--- src/rtl/csd_pkg.sv ---
`timescale 1ns / 1ps
// ----------------------------------------------------------------------------
// csd_pkg
// Shared types and constants of the CAN signal decoder.
// ----------------------------------------------------------------------------
package csd_pkg;

  localparam int FRAME_BYTES = 8;
  localparam int FRAME_W     = 8 * FRAME_BYTES;
  localparam int LEN_W       = 7;
  localparam int START_W     = 6;
  localparam int FACTOR_W    = 32;
  localparam int OFFSET_W    = 48;
  localparam int CFG_DATA_W  = 48;
  localparam int CFG_IDX_W   = 3;
  localparam int PP_W        = 65;
  localparam int SUM_W       = 98;

  localparam int FIFO_DEPTH  = 4;
  localparam int FIFO_AW     = $clog2(FIFO_DEPTH);
  localparam int FIFO_CW     = $clog2(FIFO_DEPTH + 1);

  localparam logic [FRAME_W-1:0] ALL_ONES = '1;
  localparam logic [FRAME_W-1:0] PHYS_MAX = {1'b0, {(FRAME_W-1){1'b1}}};
  localparam logic [FRAME_W-1:0] PHYS_MIN = {1'b1, {(FRAME_W-1){1'b0}}};

  localparam logic [LEN_W-1:0]    RST_BIT_LENGTH   = 7'd8;
  localparam logic [FACTOR_W-1:0] RST_SCALE_FACTOR = 32'h0001_0000;

  typedef enum logic [CFG_IDX_W-1:0] {
    REG_START_BIT    = 3'd0,
    REG_BIT_LENGTH   = 3'd1,
    REG_BIG_ENDIAN   = 3'd2,
    REG_SIGNED_VALUE = 3'd3,
    REG_SCALE_FACTOR = 3'd4,
    REG_SCALE_OFFSET = 3'd5
  } cfg_reg_e;

  typedef struct packed {
    logic [START_W-1:0]  start_bit;
    logic [LEN_W-1:0]    bit_length;
    logic                big_endian;
    logic                signed_value;
    logic [FACTOR_W-1:0] scale_factor;
    logic [OFFSET_W-1:0] scale_offset;
  } cfg_t;

  typedef struct packed {
    logic [FRAME_W-1:0] raw;
    logic               oof;
  } item_t;

endpackage

--- src/rtl/csd_fifo.sv ---
`timescale 1ns / 1ps
// ----------------------------------------------------------------------------
// csd_fifo
// Short register queue between the extraction front and the scaling back.
// ----------------------------------------------------------------------------
module csd_fifo (
  input  logic            clk_i,
  input  logic            rst_ni,
  input  logic            push_i,
  input  csd_pkg::item_t  data_i,
  input  logic            pop_i,
  output csd_pkg::item_t  data_o,
  output logic            full_o,
  output logic            empty_o
);
  import csd_pkg::*;

  item_t              mem_q [FIFO_DEPTH];
  logic [FIFO_AW-1:0] wr_ptr_q, rd_ptr_q;
  logic [FIFO_CW-1:0] count_q, count_d;

  assign full_o  = (count_q == FIFO_CW'(FIFO_DEPTH));
  assign empty_o = (count_q == '0);
  assign data_o  = mem_q[rd_ptr_q];

  always_comb begin
    count_d = count_q;
    if (push_i && !pop_i) begin
      count_d = count_q + FIFO_CW'(1);
    end else if (pop_i && !push_i) begin
      count_d = count_q - FIFO_CW'(1);
    end
  end

  always_ff @(posedge clk_i or negedge rst_ni) begin
    if (!rst_ni) begin
      wr_ptr_q <= '0;
      rd_ptr_q <= '0;
      count_q  <= '0;
    end else begin
      count_q <= count_d;
      if (push_i) begin
        wr_ptr_q <= wr_ptr_q + FIFO_AW'(1);
      end
      if (pop_i) begin
        rd_ptr_q <= rd_ptr_q + FIFO_AW'(1);
      end
    end
  end

  always_ff @(posedge clk_i) begin
    if (push_i) begin
      mem_q[wr_ptr_q] <= data_i;
    end
  end

endmodule

--- config.mk ---
export PLATFORM = sky130hd
export DESIGN_NAME = csd_fifo
export DESIGN_NICKNAME = d
export VERILOG_FILES = /design/src/rtl/csd_pkg.sv /design/src/rtl/csd_fifo.sv
export SDC_FILE = /design/constraint.sdc
export NUM_CORES = 1
export LEC_CHECK = 0
export BUFFER_PORTS_ARGS = -buffer_cell sky130_fd_sc_hd__clkbuf_2
export CORE_ASPECT_RATIO = 2
export CORE_MARGIN = 2
export CORE_UTILIZATION = 45
export DETAILED_ROUTE_END_ITERATION = 8
export PLACE_DENSITY = 0.7
export RECOVER_POWER = 50
export SYNTH_ARGS = -nofsm -noshare
export SYNTH_HDL_FRONTEND = slang
export SYNTH_SLANG_ARGS = --single-unit
--- constraint.sdc ---
create_clock -name clk_i -period 3.35 [get_ports clk_i]
set_input_delay 0.67 -clock clk_i [delete_from_list [all_inputs] [get_ports clk_i]]
set_output_delay 0.67 -clock clk_i [all_outputs]
set_load 0.02 [all_outputs]
==> results of run 1 <==
repair_timing:
item | CTS | global route
endpoints found under the hold margin | 7 | 0
buffers inserted | 0 | 0
hold buffers | 1 | 0
cells by family (layout without fill, tap and decap cells):
kind of cell	Yosys count	in the layout	share of synthesized area, %
DFF	267	267	81.4
other	0	2	0
adders and majority gates	6	6	0.842
buffers and inverters	19	182	1.65
AOI/OAI and AO/OA	1	1	0.0510
muxes	66	66	15.0
xor gates and xnor gates	6	6	0.536
and+or+nand+nor	9	9	0.497
worst reg2reg max path, stage by stage (launching register included):
cell and delay, ns:
dfrtp_1 0.43, inv_1 0.10, ha_1 0.15, and2_2 0.98, buf_12 0.28
flip-flops by register name (all words and copies together), names as in the netlist:
name      count
wr_ptr_q      2
mem_q       260
rd_ptr_q      2
count_q       3
per-stage QoR:
| stage | power [mW] | cells |
|---|---|---|
| after floorplan | 7.00 | 374 |
| after global placement | 7.89 | 771 |
| after detailed placement | 8.01 | 771 |
| after CTS | 10.6 | 810 |
| after global routing | 10.9 | 810 |
| final | 10.4 | 812 |
final cells by class:
class	count	area [sq um]	area share (%)
diodes	2	5.00	0.0438
multi-input cells	88	1670	14.6
clock inverters	12	138	1.20
clock buffers	26	587	5.13
inverters	4	15.0	0.131
flip-flops and latches	267	7990	69.9
well taps	273	342	2.99
repair buffers	140	682	5.97
worst paths after layout:
kind / from / end / slack [ns]
min reg2reg: count_q[2]$_DFFE_PN0P_ / count_q[2]$_DFFE_PN0P_ / 0.51
max reg2reg: wr_ptr_q[0]$_DFFE_PN0P_ / mem_q[0][60]$_DFFE_PP_ / 1.11
max in group asynchronous: rst_ni / rd_ptr_q[1]$_DFFE_PN0P_ / 2.39
min in group asynchronous: rst_ni / wr_ptr_q[0]$_DFFE_PN0P_ / 0.63
max: rd_ptr_q[1]$_DFFE_PN0P_ / data_o[55] / 0.57
min: pop_i / rd_ptr_q[0]$_DFFE_PN0P_ / 0.40
report_power, final:
part / total, mW / switching (mW) / internal, mW / leakage, nW
combinational: 3.20 / 1.89 / 1.31 / 0.933
clock: 2.56 / 1.08 / 1.49 / 0.354
sequential: 4.62 / 0.236 / 4.39 / 2.47
total: 10.4 / 3.20 / 7.18 / 3.76
placed cells by master (no fill, tap or decap), types with 4 or more instances in the layout:
master	n
buf_12	4
clkbuf_1	70
clkbuf_16	23
clkbuf_2	68
clkinv_2	4
dfrtp_1	5
edfxtp_1	260
ha_1	5
inv_1	4
mux4_2	65
xor2_1	4
metal layers:
metal / GRT usage [%] / wire, um / vias up
li1: - / - / 1889
met5: 0 / 24 / -
met4: 6.23 / 493 / 4
met1: 17.0 / 6080 / 2244
met3: 2.84 / 871 / 32
met2: 29.2 / 10100 / 122
==> reports/metrics.yaml, run 1 <==
worst_setup_path:
  cp.depth: 3
  start_kind: "flip-flop"
  crit_family: "flip-flops"
  critPathRequiredTime_ns: 2.68
  cp_slowest_cell: "dfrtp_4"
  crit_path_max_incr_delay_ns: 0.70
  crit_type: "reg2out"
  cp_num_buf_inv: 2
  end_kind: "primary output"
  r2r.worst_path.cells: 4
  cp.arrival_ns: 2.11
  crit_chain: "buf_12 -> mux4_2 -> clkbuf_2"
  critical_path_peak_fanout: 39
power_and_ir_drop:
  powerDensity_nw_per_um2: 909
  leakage_nw: 3.76
  peakVddDrop_uv: 718
route:
  drt_iter0_drc: 214
  viasPerCell: 5.28
  firstDrtPassIters: 4
  drc: 0
  postRouteAntennaNets: 0
  routed_wirelength_mm: 17.6
  num_vias: 4291
  wire_per_inst_um: 21.6
final_layout:
  layout.nets: 598
  drive_gt1_share_pct: 32.8
  fillers: 1724
  stdcell_area_sq_um: 11400
  syn2layout_area_growth_pct: 16.5
  fin_util_pct: 53.2
floorplan:
  die_h_um: 213
  initial_core_util_pct: 45.6
  core_region_area_sq_um: 21500
  rows: 76
  dieWidth_um: 108
  dieArea_sq_um: 23100
  ios: 136
sta:
  max_slew_margin_pct: 15.2
  maxSlewViolCount: 0
  fin_crit_sh_pct: 82.8
  tightest_slew_ns: 1.27
  setup_violations: 0
  setup_slack_ns: 0.575
  grt_setup_unrepaired: "no"
  fmax_ghz: 0.360
  hold_viol: 0
  timing.setup.tns_ns: 0
  final.min_clock_period_ns: 2.78
  finClkSkew_ns: 0.0132
  fin_hold_ws_ns: 0.403
yosys:
  ys_seq_area_share_pct: 81.4
  synth_commonest_cells: "edfxtp_1 (260), mux4_2 (65), dfrtp_1 (7)"
  dominantRegCellSynth: "edfxtp_1"
  ys_async_sr_fraction_pct: 2.62
  synth_edf_count: 260
  ys_warn_count: 0
  synth_nets: 449
  postSynthCellCount: 374
  synthDistinctLibCells: 20
  avgSynthCellArea_sq_um: 26.2
  yosysTopAreaCell: "edfxtp_1"
  yosys.cell_count.top_type: "edfxtp_1"
  synth_top_area_share_pct: 79.6
  ys_ff_latch: 267
  syn-cell-area_sq_um: 9810
  yosys-top-cells-area: "edfxtp_1 (80%), mux4_2 (15%), dfrtp_1 (1.8%)"
clocking:
  cts-htree-levels: 1
  clk_latency_ns: 0.51
  cts_max_path_buffers: 3
  cts.repair.resized: 0
  cts-root-buf: "clkbuf_16"
  clkTransAtPathRegs_ns: 0.06
  cts_buffers: 22
  clock_sinks: 267
  cts_tree: "done"
global_route:
  antenna_found_initial: 3
  overflow: 0
  grt_pass1_vias: 4866
  grt.total_usage_pct: 15.6
  grt_max_degree: 66
  grt_pass1_wl_mm: 26.7
placement:
  dpl-instance-area_sq_um: 10800
  dpl.hpwl_mm: 11.0
  dp_slack_ns: 1.07
  portBuffers: 135
  place_congestion: 0.709
min_path:
  hold_depth: 2
  hp-class: "in2reg"
run_status:
  status: "complete, no violations"
run:
  max_cap_violations: 0
No activity file was read; power rests on OpenSTA's default activity.
==> inputs of run 2 (changes only) <==
==> constraint.sdc (replaced) <==
create_clock -name clk_i -period 2.8 [get_ports clk_i]
set_input_delay 0.56 -clock clk_i [delete_from_list [all_inputs] [get_ports clk_i]]
set_output_delay 0.56 -clock clk_i [all_outputs]
set_load 0.02 [all_outputs]
==> run 2 against run 1 <==
First-iteration DRC count down 1.4%. Via count up 1.4%. Sequential cell count unchanged. Sequential power up 21%. Register-to-register slack worse by 0.79 ns. The flow now finishes with violations (max-capacitance violations, max-slew violations). Total power up 20%. Combinational power up 23%. Hold slack worse by 0.14 ns. Critical path depth unchanged. Count of clock-buffer cells in the layout up 7.
==> reports/metrics.yaml, run 2 (same netlist as run 1, synthesis figures left out) <==
global_route:
  grt.total_usage_pct: 16.3
  overflow: 0
  grt_pass1_wl_mm: 27.7
  antenna_found_initial: 1
  grt_max_degree: 39
  grt_pass1_vias: 4870
route:
  drt_iter0_drc: 211
  num_vias: 4353
  firstDrtPassIters: 5
  routed_wirelength_mm: 18.2
  wire_per_inst_um: 22.1
  viasPerCell: 5.29
  postRouteAntennaNets: 0
  drc: 0
final_layout:
  largest_reg_flops: 260
  fin_util_pct: 53.7
  syn2layout_area_growth_pct: 17.6
  reg.largest.list: "mem_q (260), count_q (3)"
  fillers: 1728
  most-common-layout-cells: "edfxtp_1 (260), clkbuf_1 (73), clkbuf_2 (68), mux4_2 (65), clkbuf_16 (25)"
  top_register: "mem_q"
  final_common_cell: "edfxtp_1"
  stdcell_area_sq_um: 11500
  layout.nets: 608
  drive_gt1_share_pct: 33.2
placement:
  portBuffers: 135
  dpl.hpwl_mm: 11.5
  dpl-instance-area_sq_um: 10900
  place_congestion: 0.721
run:
  max_cap_violations: 1
sta:
  fin_crit_sh_pct: 95.2
  hold_viol: 0
  tightest_slew_ns: 1.50
  final.min_clock_period_ns: 2.66
  finClkSkew_ns: 0.0125
  setup_violations: 0
  timing.setup.tns_ns: 0
  fin_hold_ws_ns: 0.265
  fmax_ghz: 0.375
  maxSlewViolCount: 27
  grt_setup_unrepaired: "no"
  max_slew_margin_pct: -0.210
floorplan:
  dieArea_sq_um: 23100
  core_region_area_sq_um: 21500
  dieWidth_um: 108
  ios: 136
  rows: 76
  initial_core_util_pct: 45.6
  die_h_um: 213
power_and_ir_drop:
  peakVddDrop_uv: 574
  powerDensity_nw_per_um2: 1080
  leakage_nw: 3.81
worst_setup_path:
  cp_slowest_cell: "dfrtp_4"
  end_kind: "primary output"
  cp_num_buf_inv: 2
  critical_path_peak_fanout: 15
  crit_type: "reg2out"
  crit_path_max_incr_delay_ns: 0.62
  critPathRequiredTime_ns: 2.24
  cp.arrival_ns: 2.10
  start_kind: "flip-flop"
  crit_family: "flip-flops"
  crit_chain: "buf_12 -> mux4_2 -> clkbuf_2"
clocking:
  cts.repair.resized: 0
  cts_buffers: 23
  cts-root-buf: "clkbuf_16"
  cts-htree-levels: 1
  cts_tree: "done"
  clock_sinks: 267
  clkTransAtPathRegs_ns: 0.06
  clk_latency_ns: 0.51
  cts_max_path_buffers: 3
run_status:
  violations: "max-capacitance violations, max-slew violations"
  status: "complete, but fails checks"
min_path:
  hp-class: "in2reg"
-- run 2: final cells by class --
| cell class | count | area (sq um) | share of cell area, % |
|---|---|---|---|
| clock buffers | 33 | 676 | 5.86 |
| diodes | 2 | 5.00 | 0.0434 |
| flip-flops and latches | 267 | 7990 | 69.3 |
| clock inverters | 7 | 30.0 | 0.260 |
| well taps | 273 | 342 | 2.96 |
| repair buffers | 149 | 807 | 7.00 |
| inverters | 4 | 15.0 | 0.130 |
| multi-input cells | 88 | 1670 | 14.5 |
-- run 2: power breakdown --
group | total (mW) | switching (mW) | leakage [nW] | internal [mW]
combinational | 3.95 | 2.26 | 0.994 | 1.68
clock | 2.97 | 1.30 | 0.348 | 1.67
sequential | 5.58 | 0.340 | 2.47 | 5.24
-- run 2: final timing paths --
kind	start	depth (start not counted)	slack, ns	end
max in group asynchronous	rst_ni	2	1.98	rd_ptr_q[1]$_DFFE_PN0P_
max	rd_ptr_q[0]$_DFFE_PN0P_	3	0.14	data_o[0]
min in group asynchronous	rst_ni	2	0.50	wr_ptr_q[0]$_DFFE_PN0P_
min	pop_i	2	0.26	rd_ptr_q[0]$_DFFE_PN0P_
min reg2reg	count_q[2]$_DFFE_PN0P_	1	0.52	count_q[2]$_DFFE_PN0P_
max reg2reg	wr_ptr_q[1]$_DFFE_PN0P_	4	0.32	mem_q[1][26]$_DFFE_PP_
-- run 2: metal layers --
metal	vias to the layer above	share of wire, %	track usage, %
met5	-	0	0
met4	0	3.6	7.16
met3	37	4.3	2.29
met2	108	56	29.6
met1	2288	36	18.9
li1	1920	-	-
-- run 2: per-stage QoR --
stage          instances  setup WS (ns)  power (mW)
6_report             823          0.136        12.5
5_1_grt              822         0.0527        13.1
4_1_cts              821         0.0727        12.7
3_5_place_dp         779          0.496        9.71
3_3_place_gp         779          0.505        9.57
2_1_floorplan        374          0.227        8.38
-- run 2: worst register-to-register path, stage by stage, from the launching register on --
cell     delay [ns]
dfrtp_1        0.40
inv_1          0.10
ha_1           0.14
and2_1         1.13
buf_12         0.36
-- run 2: repair_timing --
item / CTS / global route
setup endpoints to repair: 30 / 0
hold endpoints to repair: 7 / 0
buffers inserted: 1 / 0
hold buffers: 1 / 0
==> inputs of run 3 (changes only) <==
--- a/config.mk
+++ b/config.mk
@@ -7,7 +7,6 @@
 export LEC_CHECK = 0
 export BUFFER_PORTS_ARGS = -buffer_cell sky130_fd_sc_hd__clkbuf_2
 export CORE_ASPECT_RATIO = 2
-export CORE_MARGIN = 2
 export CORE_UTILIZATION = 45
 export DETAILED_ROUTE_END_ITERATION = 8
 export PLACE_DENSITY = 0.7
==> run 3 against run 2 <==
The flow still finishes with violations (max-capacitance violations, max-slew violations). Sequential power fell by 2%. Clock power rose by 7.4%. Die area is 2.8% lower. Total power increased by 1.4%. Non-clock buffer count down 1. Critical path type unchanged. Cell area increased by 0.21%. Largest power group unchanged. Global-route usage increased by 0.22 points. First-iteration DRC count is 13% higher. Register-to-register slack improved by 0.03 ns. Setup slack better by 0.020 ns. Via count increased by 0.83%. Clock skew down 0.0048 ns.
==> reports/metrics.yaml, run 3 (same netlist as run 1, synthesis figures left out) <==
worst_setup_path:
  crit_path_start: "rd_ptr_q[0]$_DFFE_PN0P_"
  crit_chain: "buf_12 -> mux4_2 -> clkbuf_2"
  critPathRequiredTime_ns: 2.24
  r2r.worst_path.cells: 3
  cp.arrival_ns: 2.08
  reg2reg_to: "mem_q[3][8]$_DFFE_PP_"
  critical_path_peak_fanout: 22
  end_kind: "primary output"
  r2r_start: "wr_ptr_q[0]$_DFFE_PN0P_"
  crit_type: "reg2out"
  start_kind: "flip-flop"
  crit_path_max_incr_delay_ns: 0.60
  regToRegSetupSlack_ns: 0.35
  cp_slowest_cell: "dfrtp_4"
global_route:
  grt-busiest-layer: "met2"
  met2_usage_pct: 31.6
  grt_max_degree: 40
  antenna_found_initial: 3
  grt_use_met1_pct: 17.7
  grt_pass1_vias: 4722
  grt_pass1_wl_mm: 27.2
  met3_usage_pct: 2.90
  grt.total_usage_pct: 16.5
  overflow: 0
final_layout:
  reg.largest.list: "mem_q (260), count_q (3)"
  layout.nets: 607
  final_common_cell: "edfxtp_1"
  fin_util_pct: 53.8
  syn2layout_area_growth_pct: 17.8
  drive_gt1_share_pct: 33.5
  most-common-layout-cells: "edfxtp_1 (260), clkbuf_1 (70), clkbuf_2 (68), mux4_2 (65), clkbuf_16 (23)"
  largest_reg_flops: 260
  fillers: 1721
  top_register: "mem_q"
sta:
  fin_crit_sh_pct: 94.4
  final.min_clock_period_ns: 2.64
  finClkSkew_ns: 0.00772
  setup_violations: 0
  max_slew_margin_pct: -3.53
  fmax_ghz: 0.378
  setup_slack_ns: 0.156
  maxSlewViolCount: 27
  hold_viol: 0
  timing.setup.tns_ns: 0
  tightest_slew_ns: 1.55
  grt_setup_unrepaired: "no"
placement:
  portBuffers: 135
  dp_slack_ns: 0.469
  dpl.hpwl_mm: 11.6
  place_congestion: 0.706
power_and_ir_drop:
  peakVddDrop_uv: 801
  leakage_nw: 3.82
  power.total_mw: 12.7
  powerDensity_nw_per_um2: 1100
clocking:
  cts_tree: "done"
  cts-htree-levels: 1
  cts_max_path_buffers: 3
  clkTransAtPathRegs_ns: 0.06
  cts-root-buf: "clkbuf_16"
  cts_buffers: 23
  clock_sinks: 267
  clk_latency_ns: 0.51
  cts.repair.resized: 0
min_path:
  hp-class: "in2reg"
  hold_depth: 2
  min_from: "pop_i"
  whs_endpoint: "rd_ptr_q[0]$_DFFE_PN0P_"
route:
  firstDrtPassIters: 4
  viasPerCell: 5.34
  num_vias: 4389
  routed_wirelength_mm: 18.1
  drt_iter0_drc: 238
  drc: 0
  wire_per_inst_um: 22.0
  postRouteAntennaNets: 0
run_status:
  violations: "max-capacitance violations, max-slew violations"
  status: "complete, but fails checks"
floorplan:
  ios: 136
  core_region_area_sq_um: 21500
  initial_core_util_pct: 45.6
  dieArea_sq_um: 22400
  dieWidth_um: 106
  rows: 76
  die_h_um: 211
run:
  max_cap_violations: 1
-- run 3: cell count changes in the layout (fill, tap and decap cells not counted), moves of 2 or more --
| cell | change |
|---|---|
| clkbuf_16 | -2 |
| buf_12 | -2 |
| clkbuf_1 | -3 |
| clkbuf_8 | -2 |
| bufinv_16 | +4 |
-- run 3: worst max path at each step --
stage | to | depth (start not counted)
final | data_o[4] | 3
after global placement | data_o[4] | 3
after global routing | data_o[3] | 3
after detailed placement | data_o[4] | 3
after floorplan | mem_q[2][0]$_DFFE_PP_ | 3
after CTS | data_o[4] | 3
-- run 3: through the flow --
stage                     hold slack (ns)  cell area [sq um]  cells
after floorplan                     0.264               9810    374
after global placement              0.406              10900    778
final                               0.267              11600    822
after CTS                           0.246              11600    820
after detailed placement            0.408              10900    778
after global routing                0.265              11600    820
-- run 3: report_power, final --
part,switching [mW],internal (mW)
sequential,0.242,5.24
clock,1.32,1.88
combinational,2.35,1.65
total,3.91,8.77
-- run 3: critical path, delay by kind of cell (launching register included) --
kind / cells / cell delay [ns]
flip-flops: 1 / 0.60
buffers and inverters: 2 / 0.43
multiplexers: 1 / 0.55
-- run 3: final cells by class --
class	count	area (sq um)	share of cell area (%)
Timing Repair Buffer	148	774	6.70
Antenna cell	2	5.00	0.0433
Sequential cell	267	7990	69.1
Tap cell	273	342	2.96
Clock buffer	26	587	5.08
Inverter	4	15.0	0.130
Multi-Input combinational cell	88	1670	14.5
Clock inverter	14	174	1.50
-- run 3: what timing repair did --
| item | CTS | global route |
|---|---|---|
| endpoints found under the hold margin | 7 | 0 |
| setup endpoints to repair | 45 | 0 |
| buffers inserted | 1 | 0 |
| hold buffers | 1 | 0 |
-- run 3: routing by layer --
layer	vias to the layer above	wire [um]
met2	132	10600
li1	1911	-
met4	4	398
met1	2311	6210
met5	-	25
met3	31	861
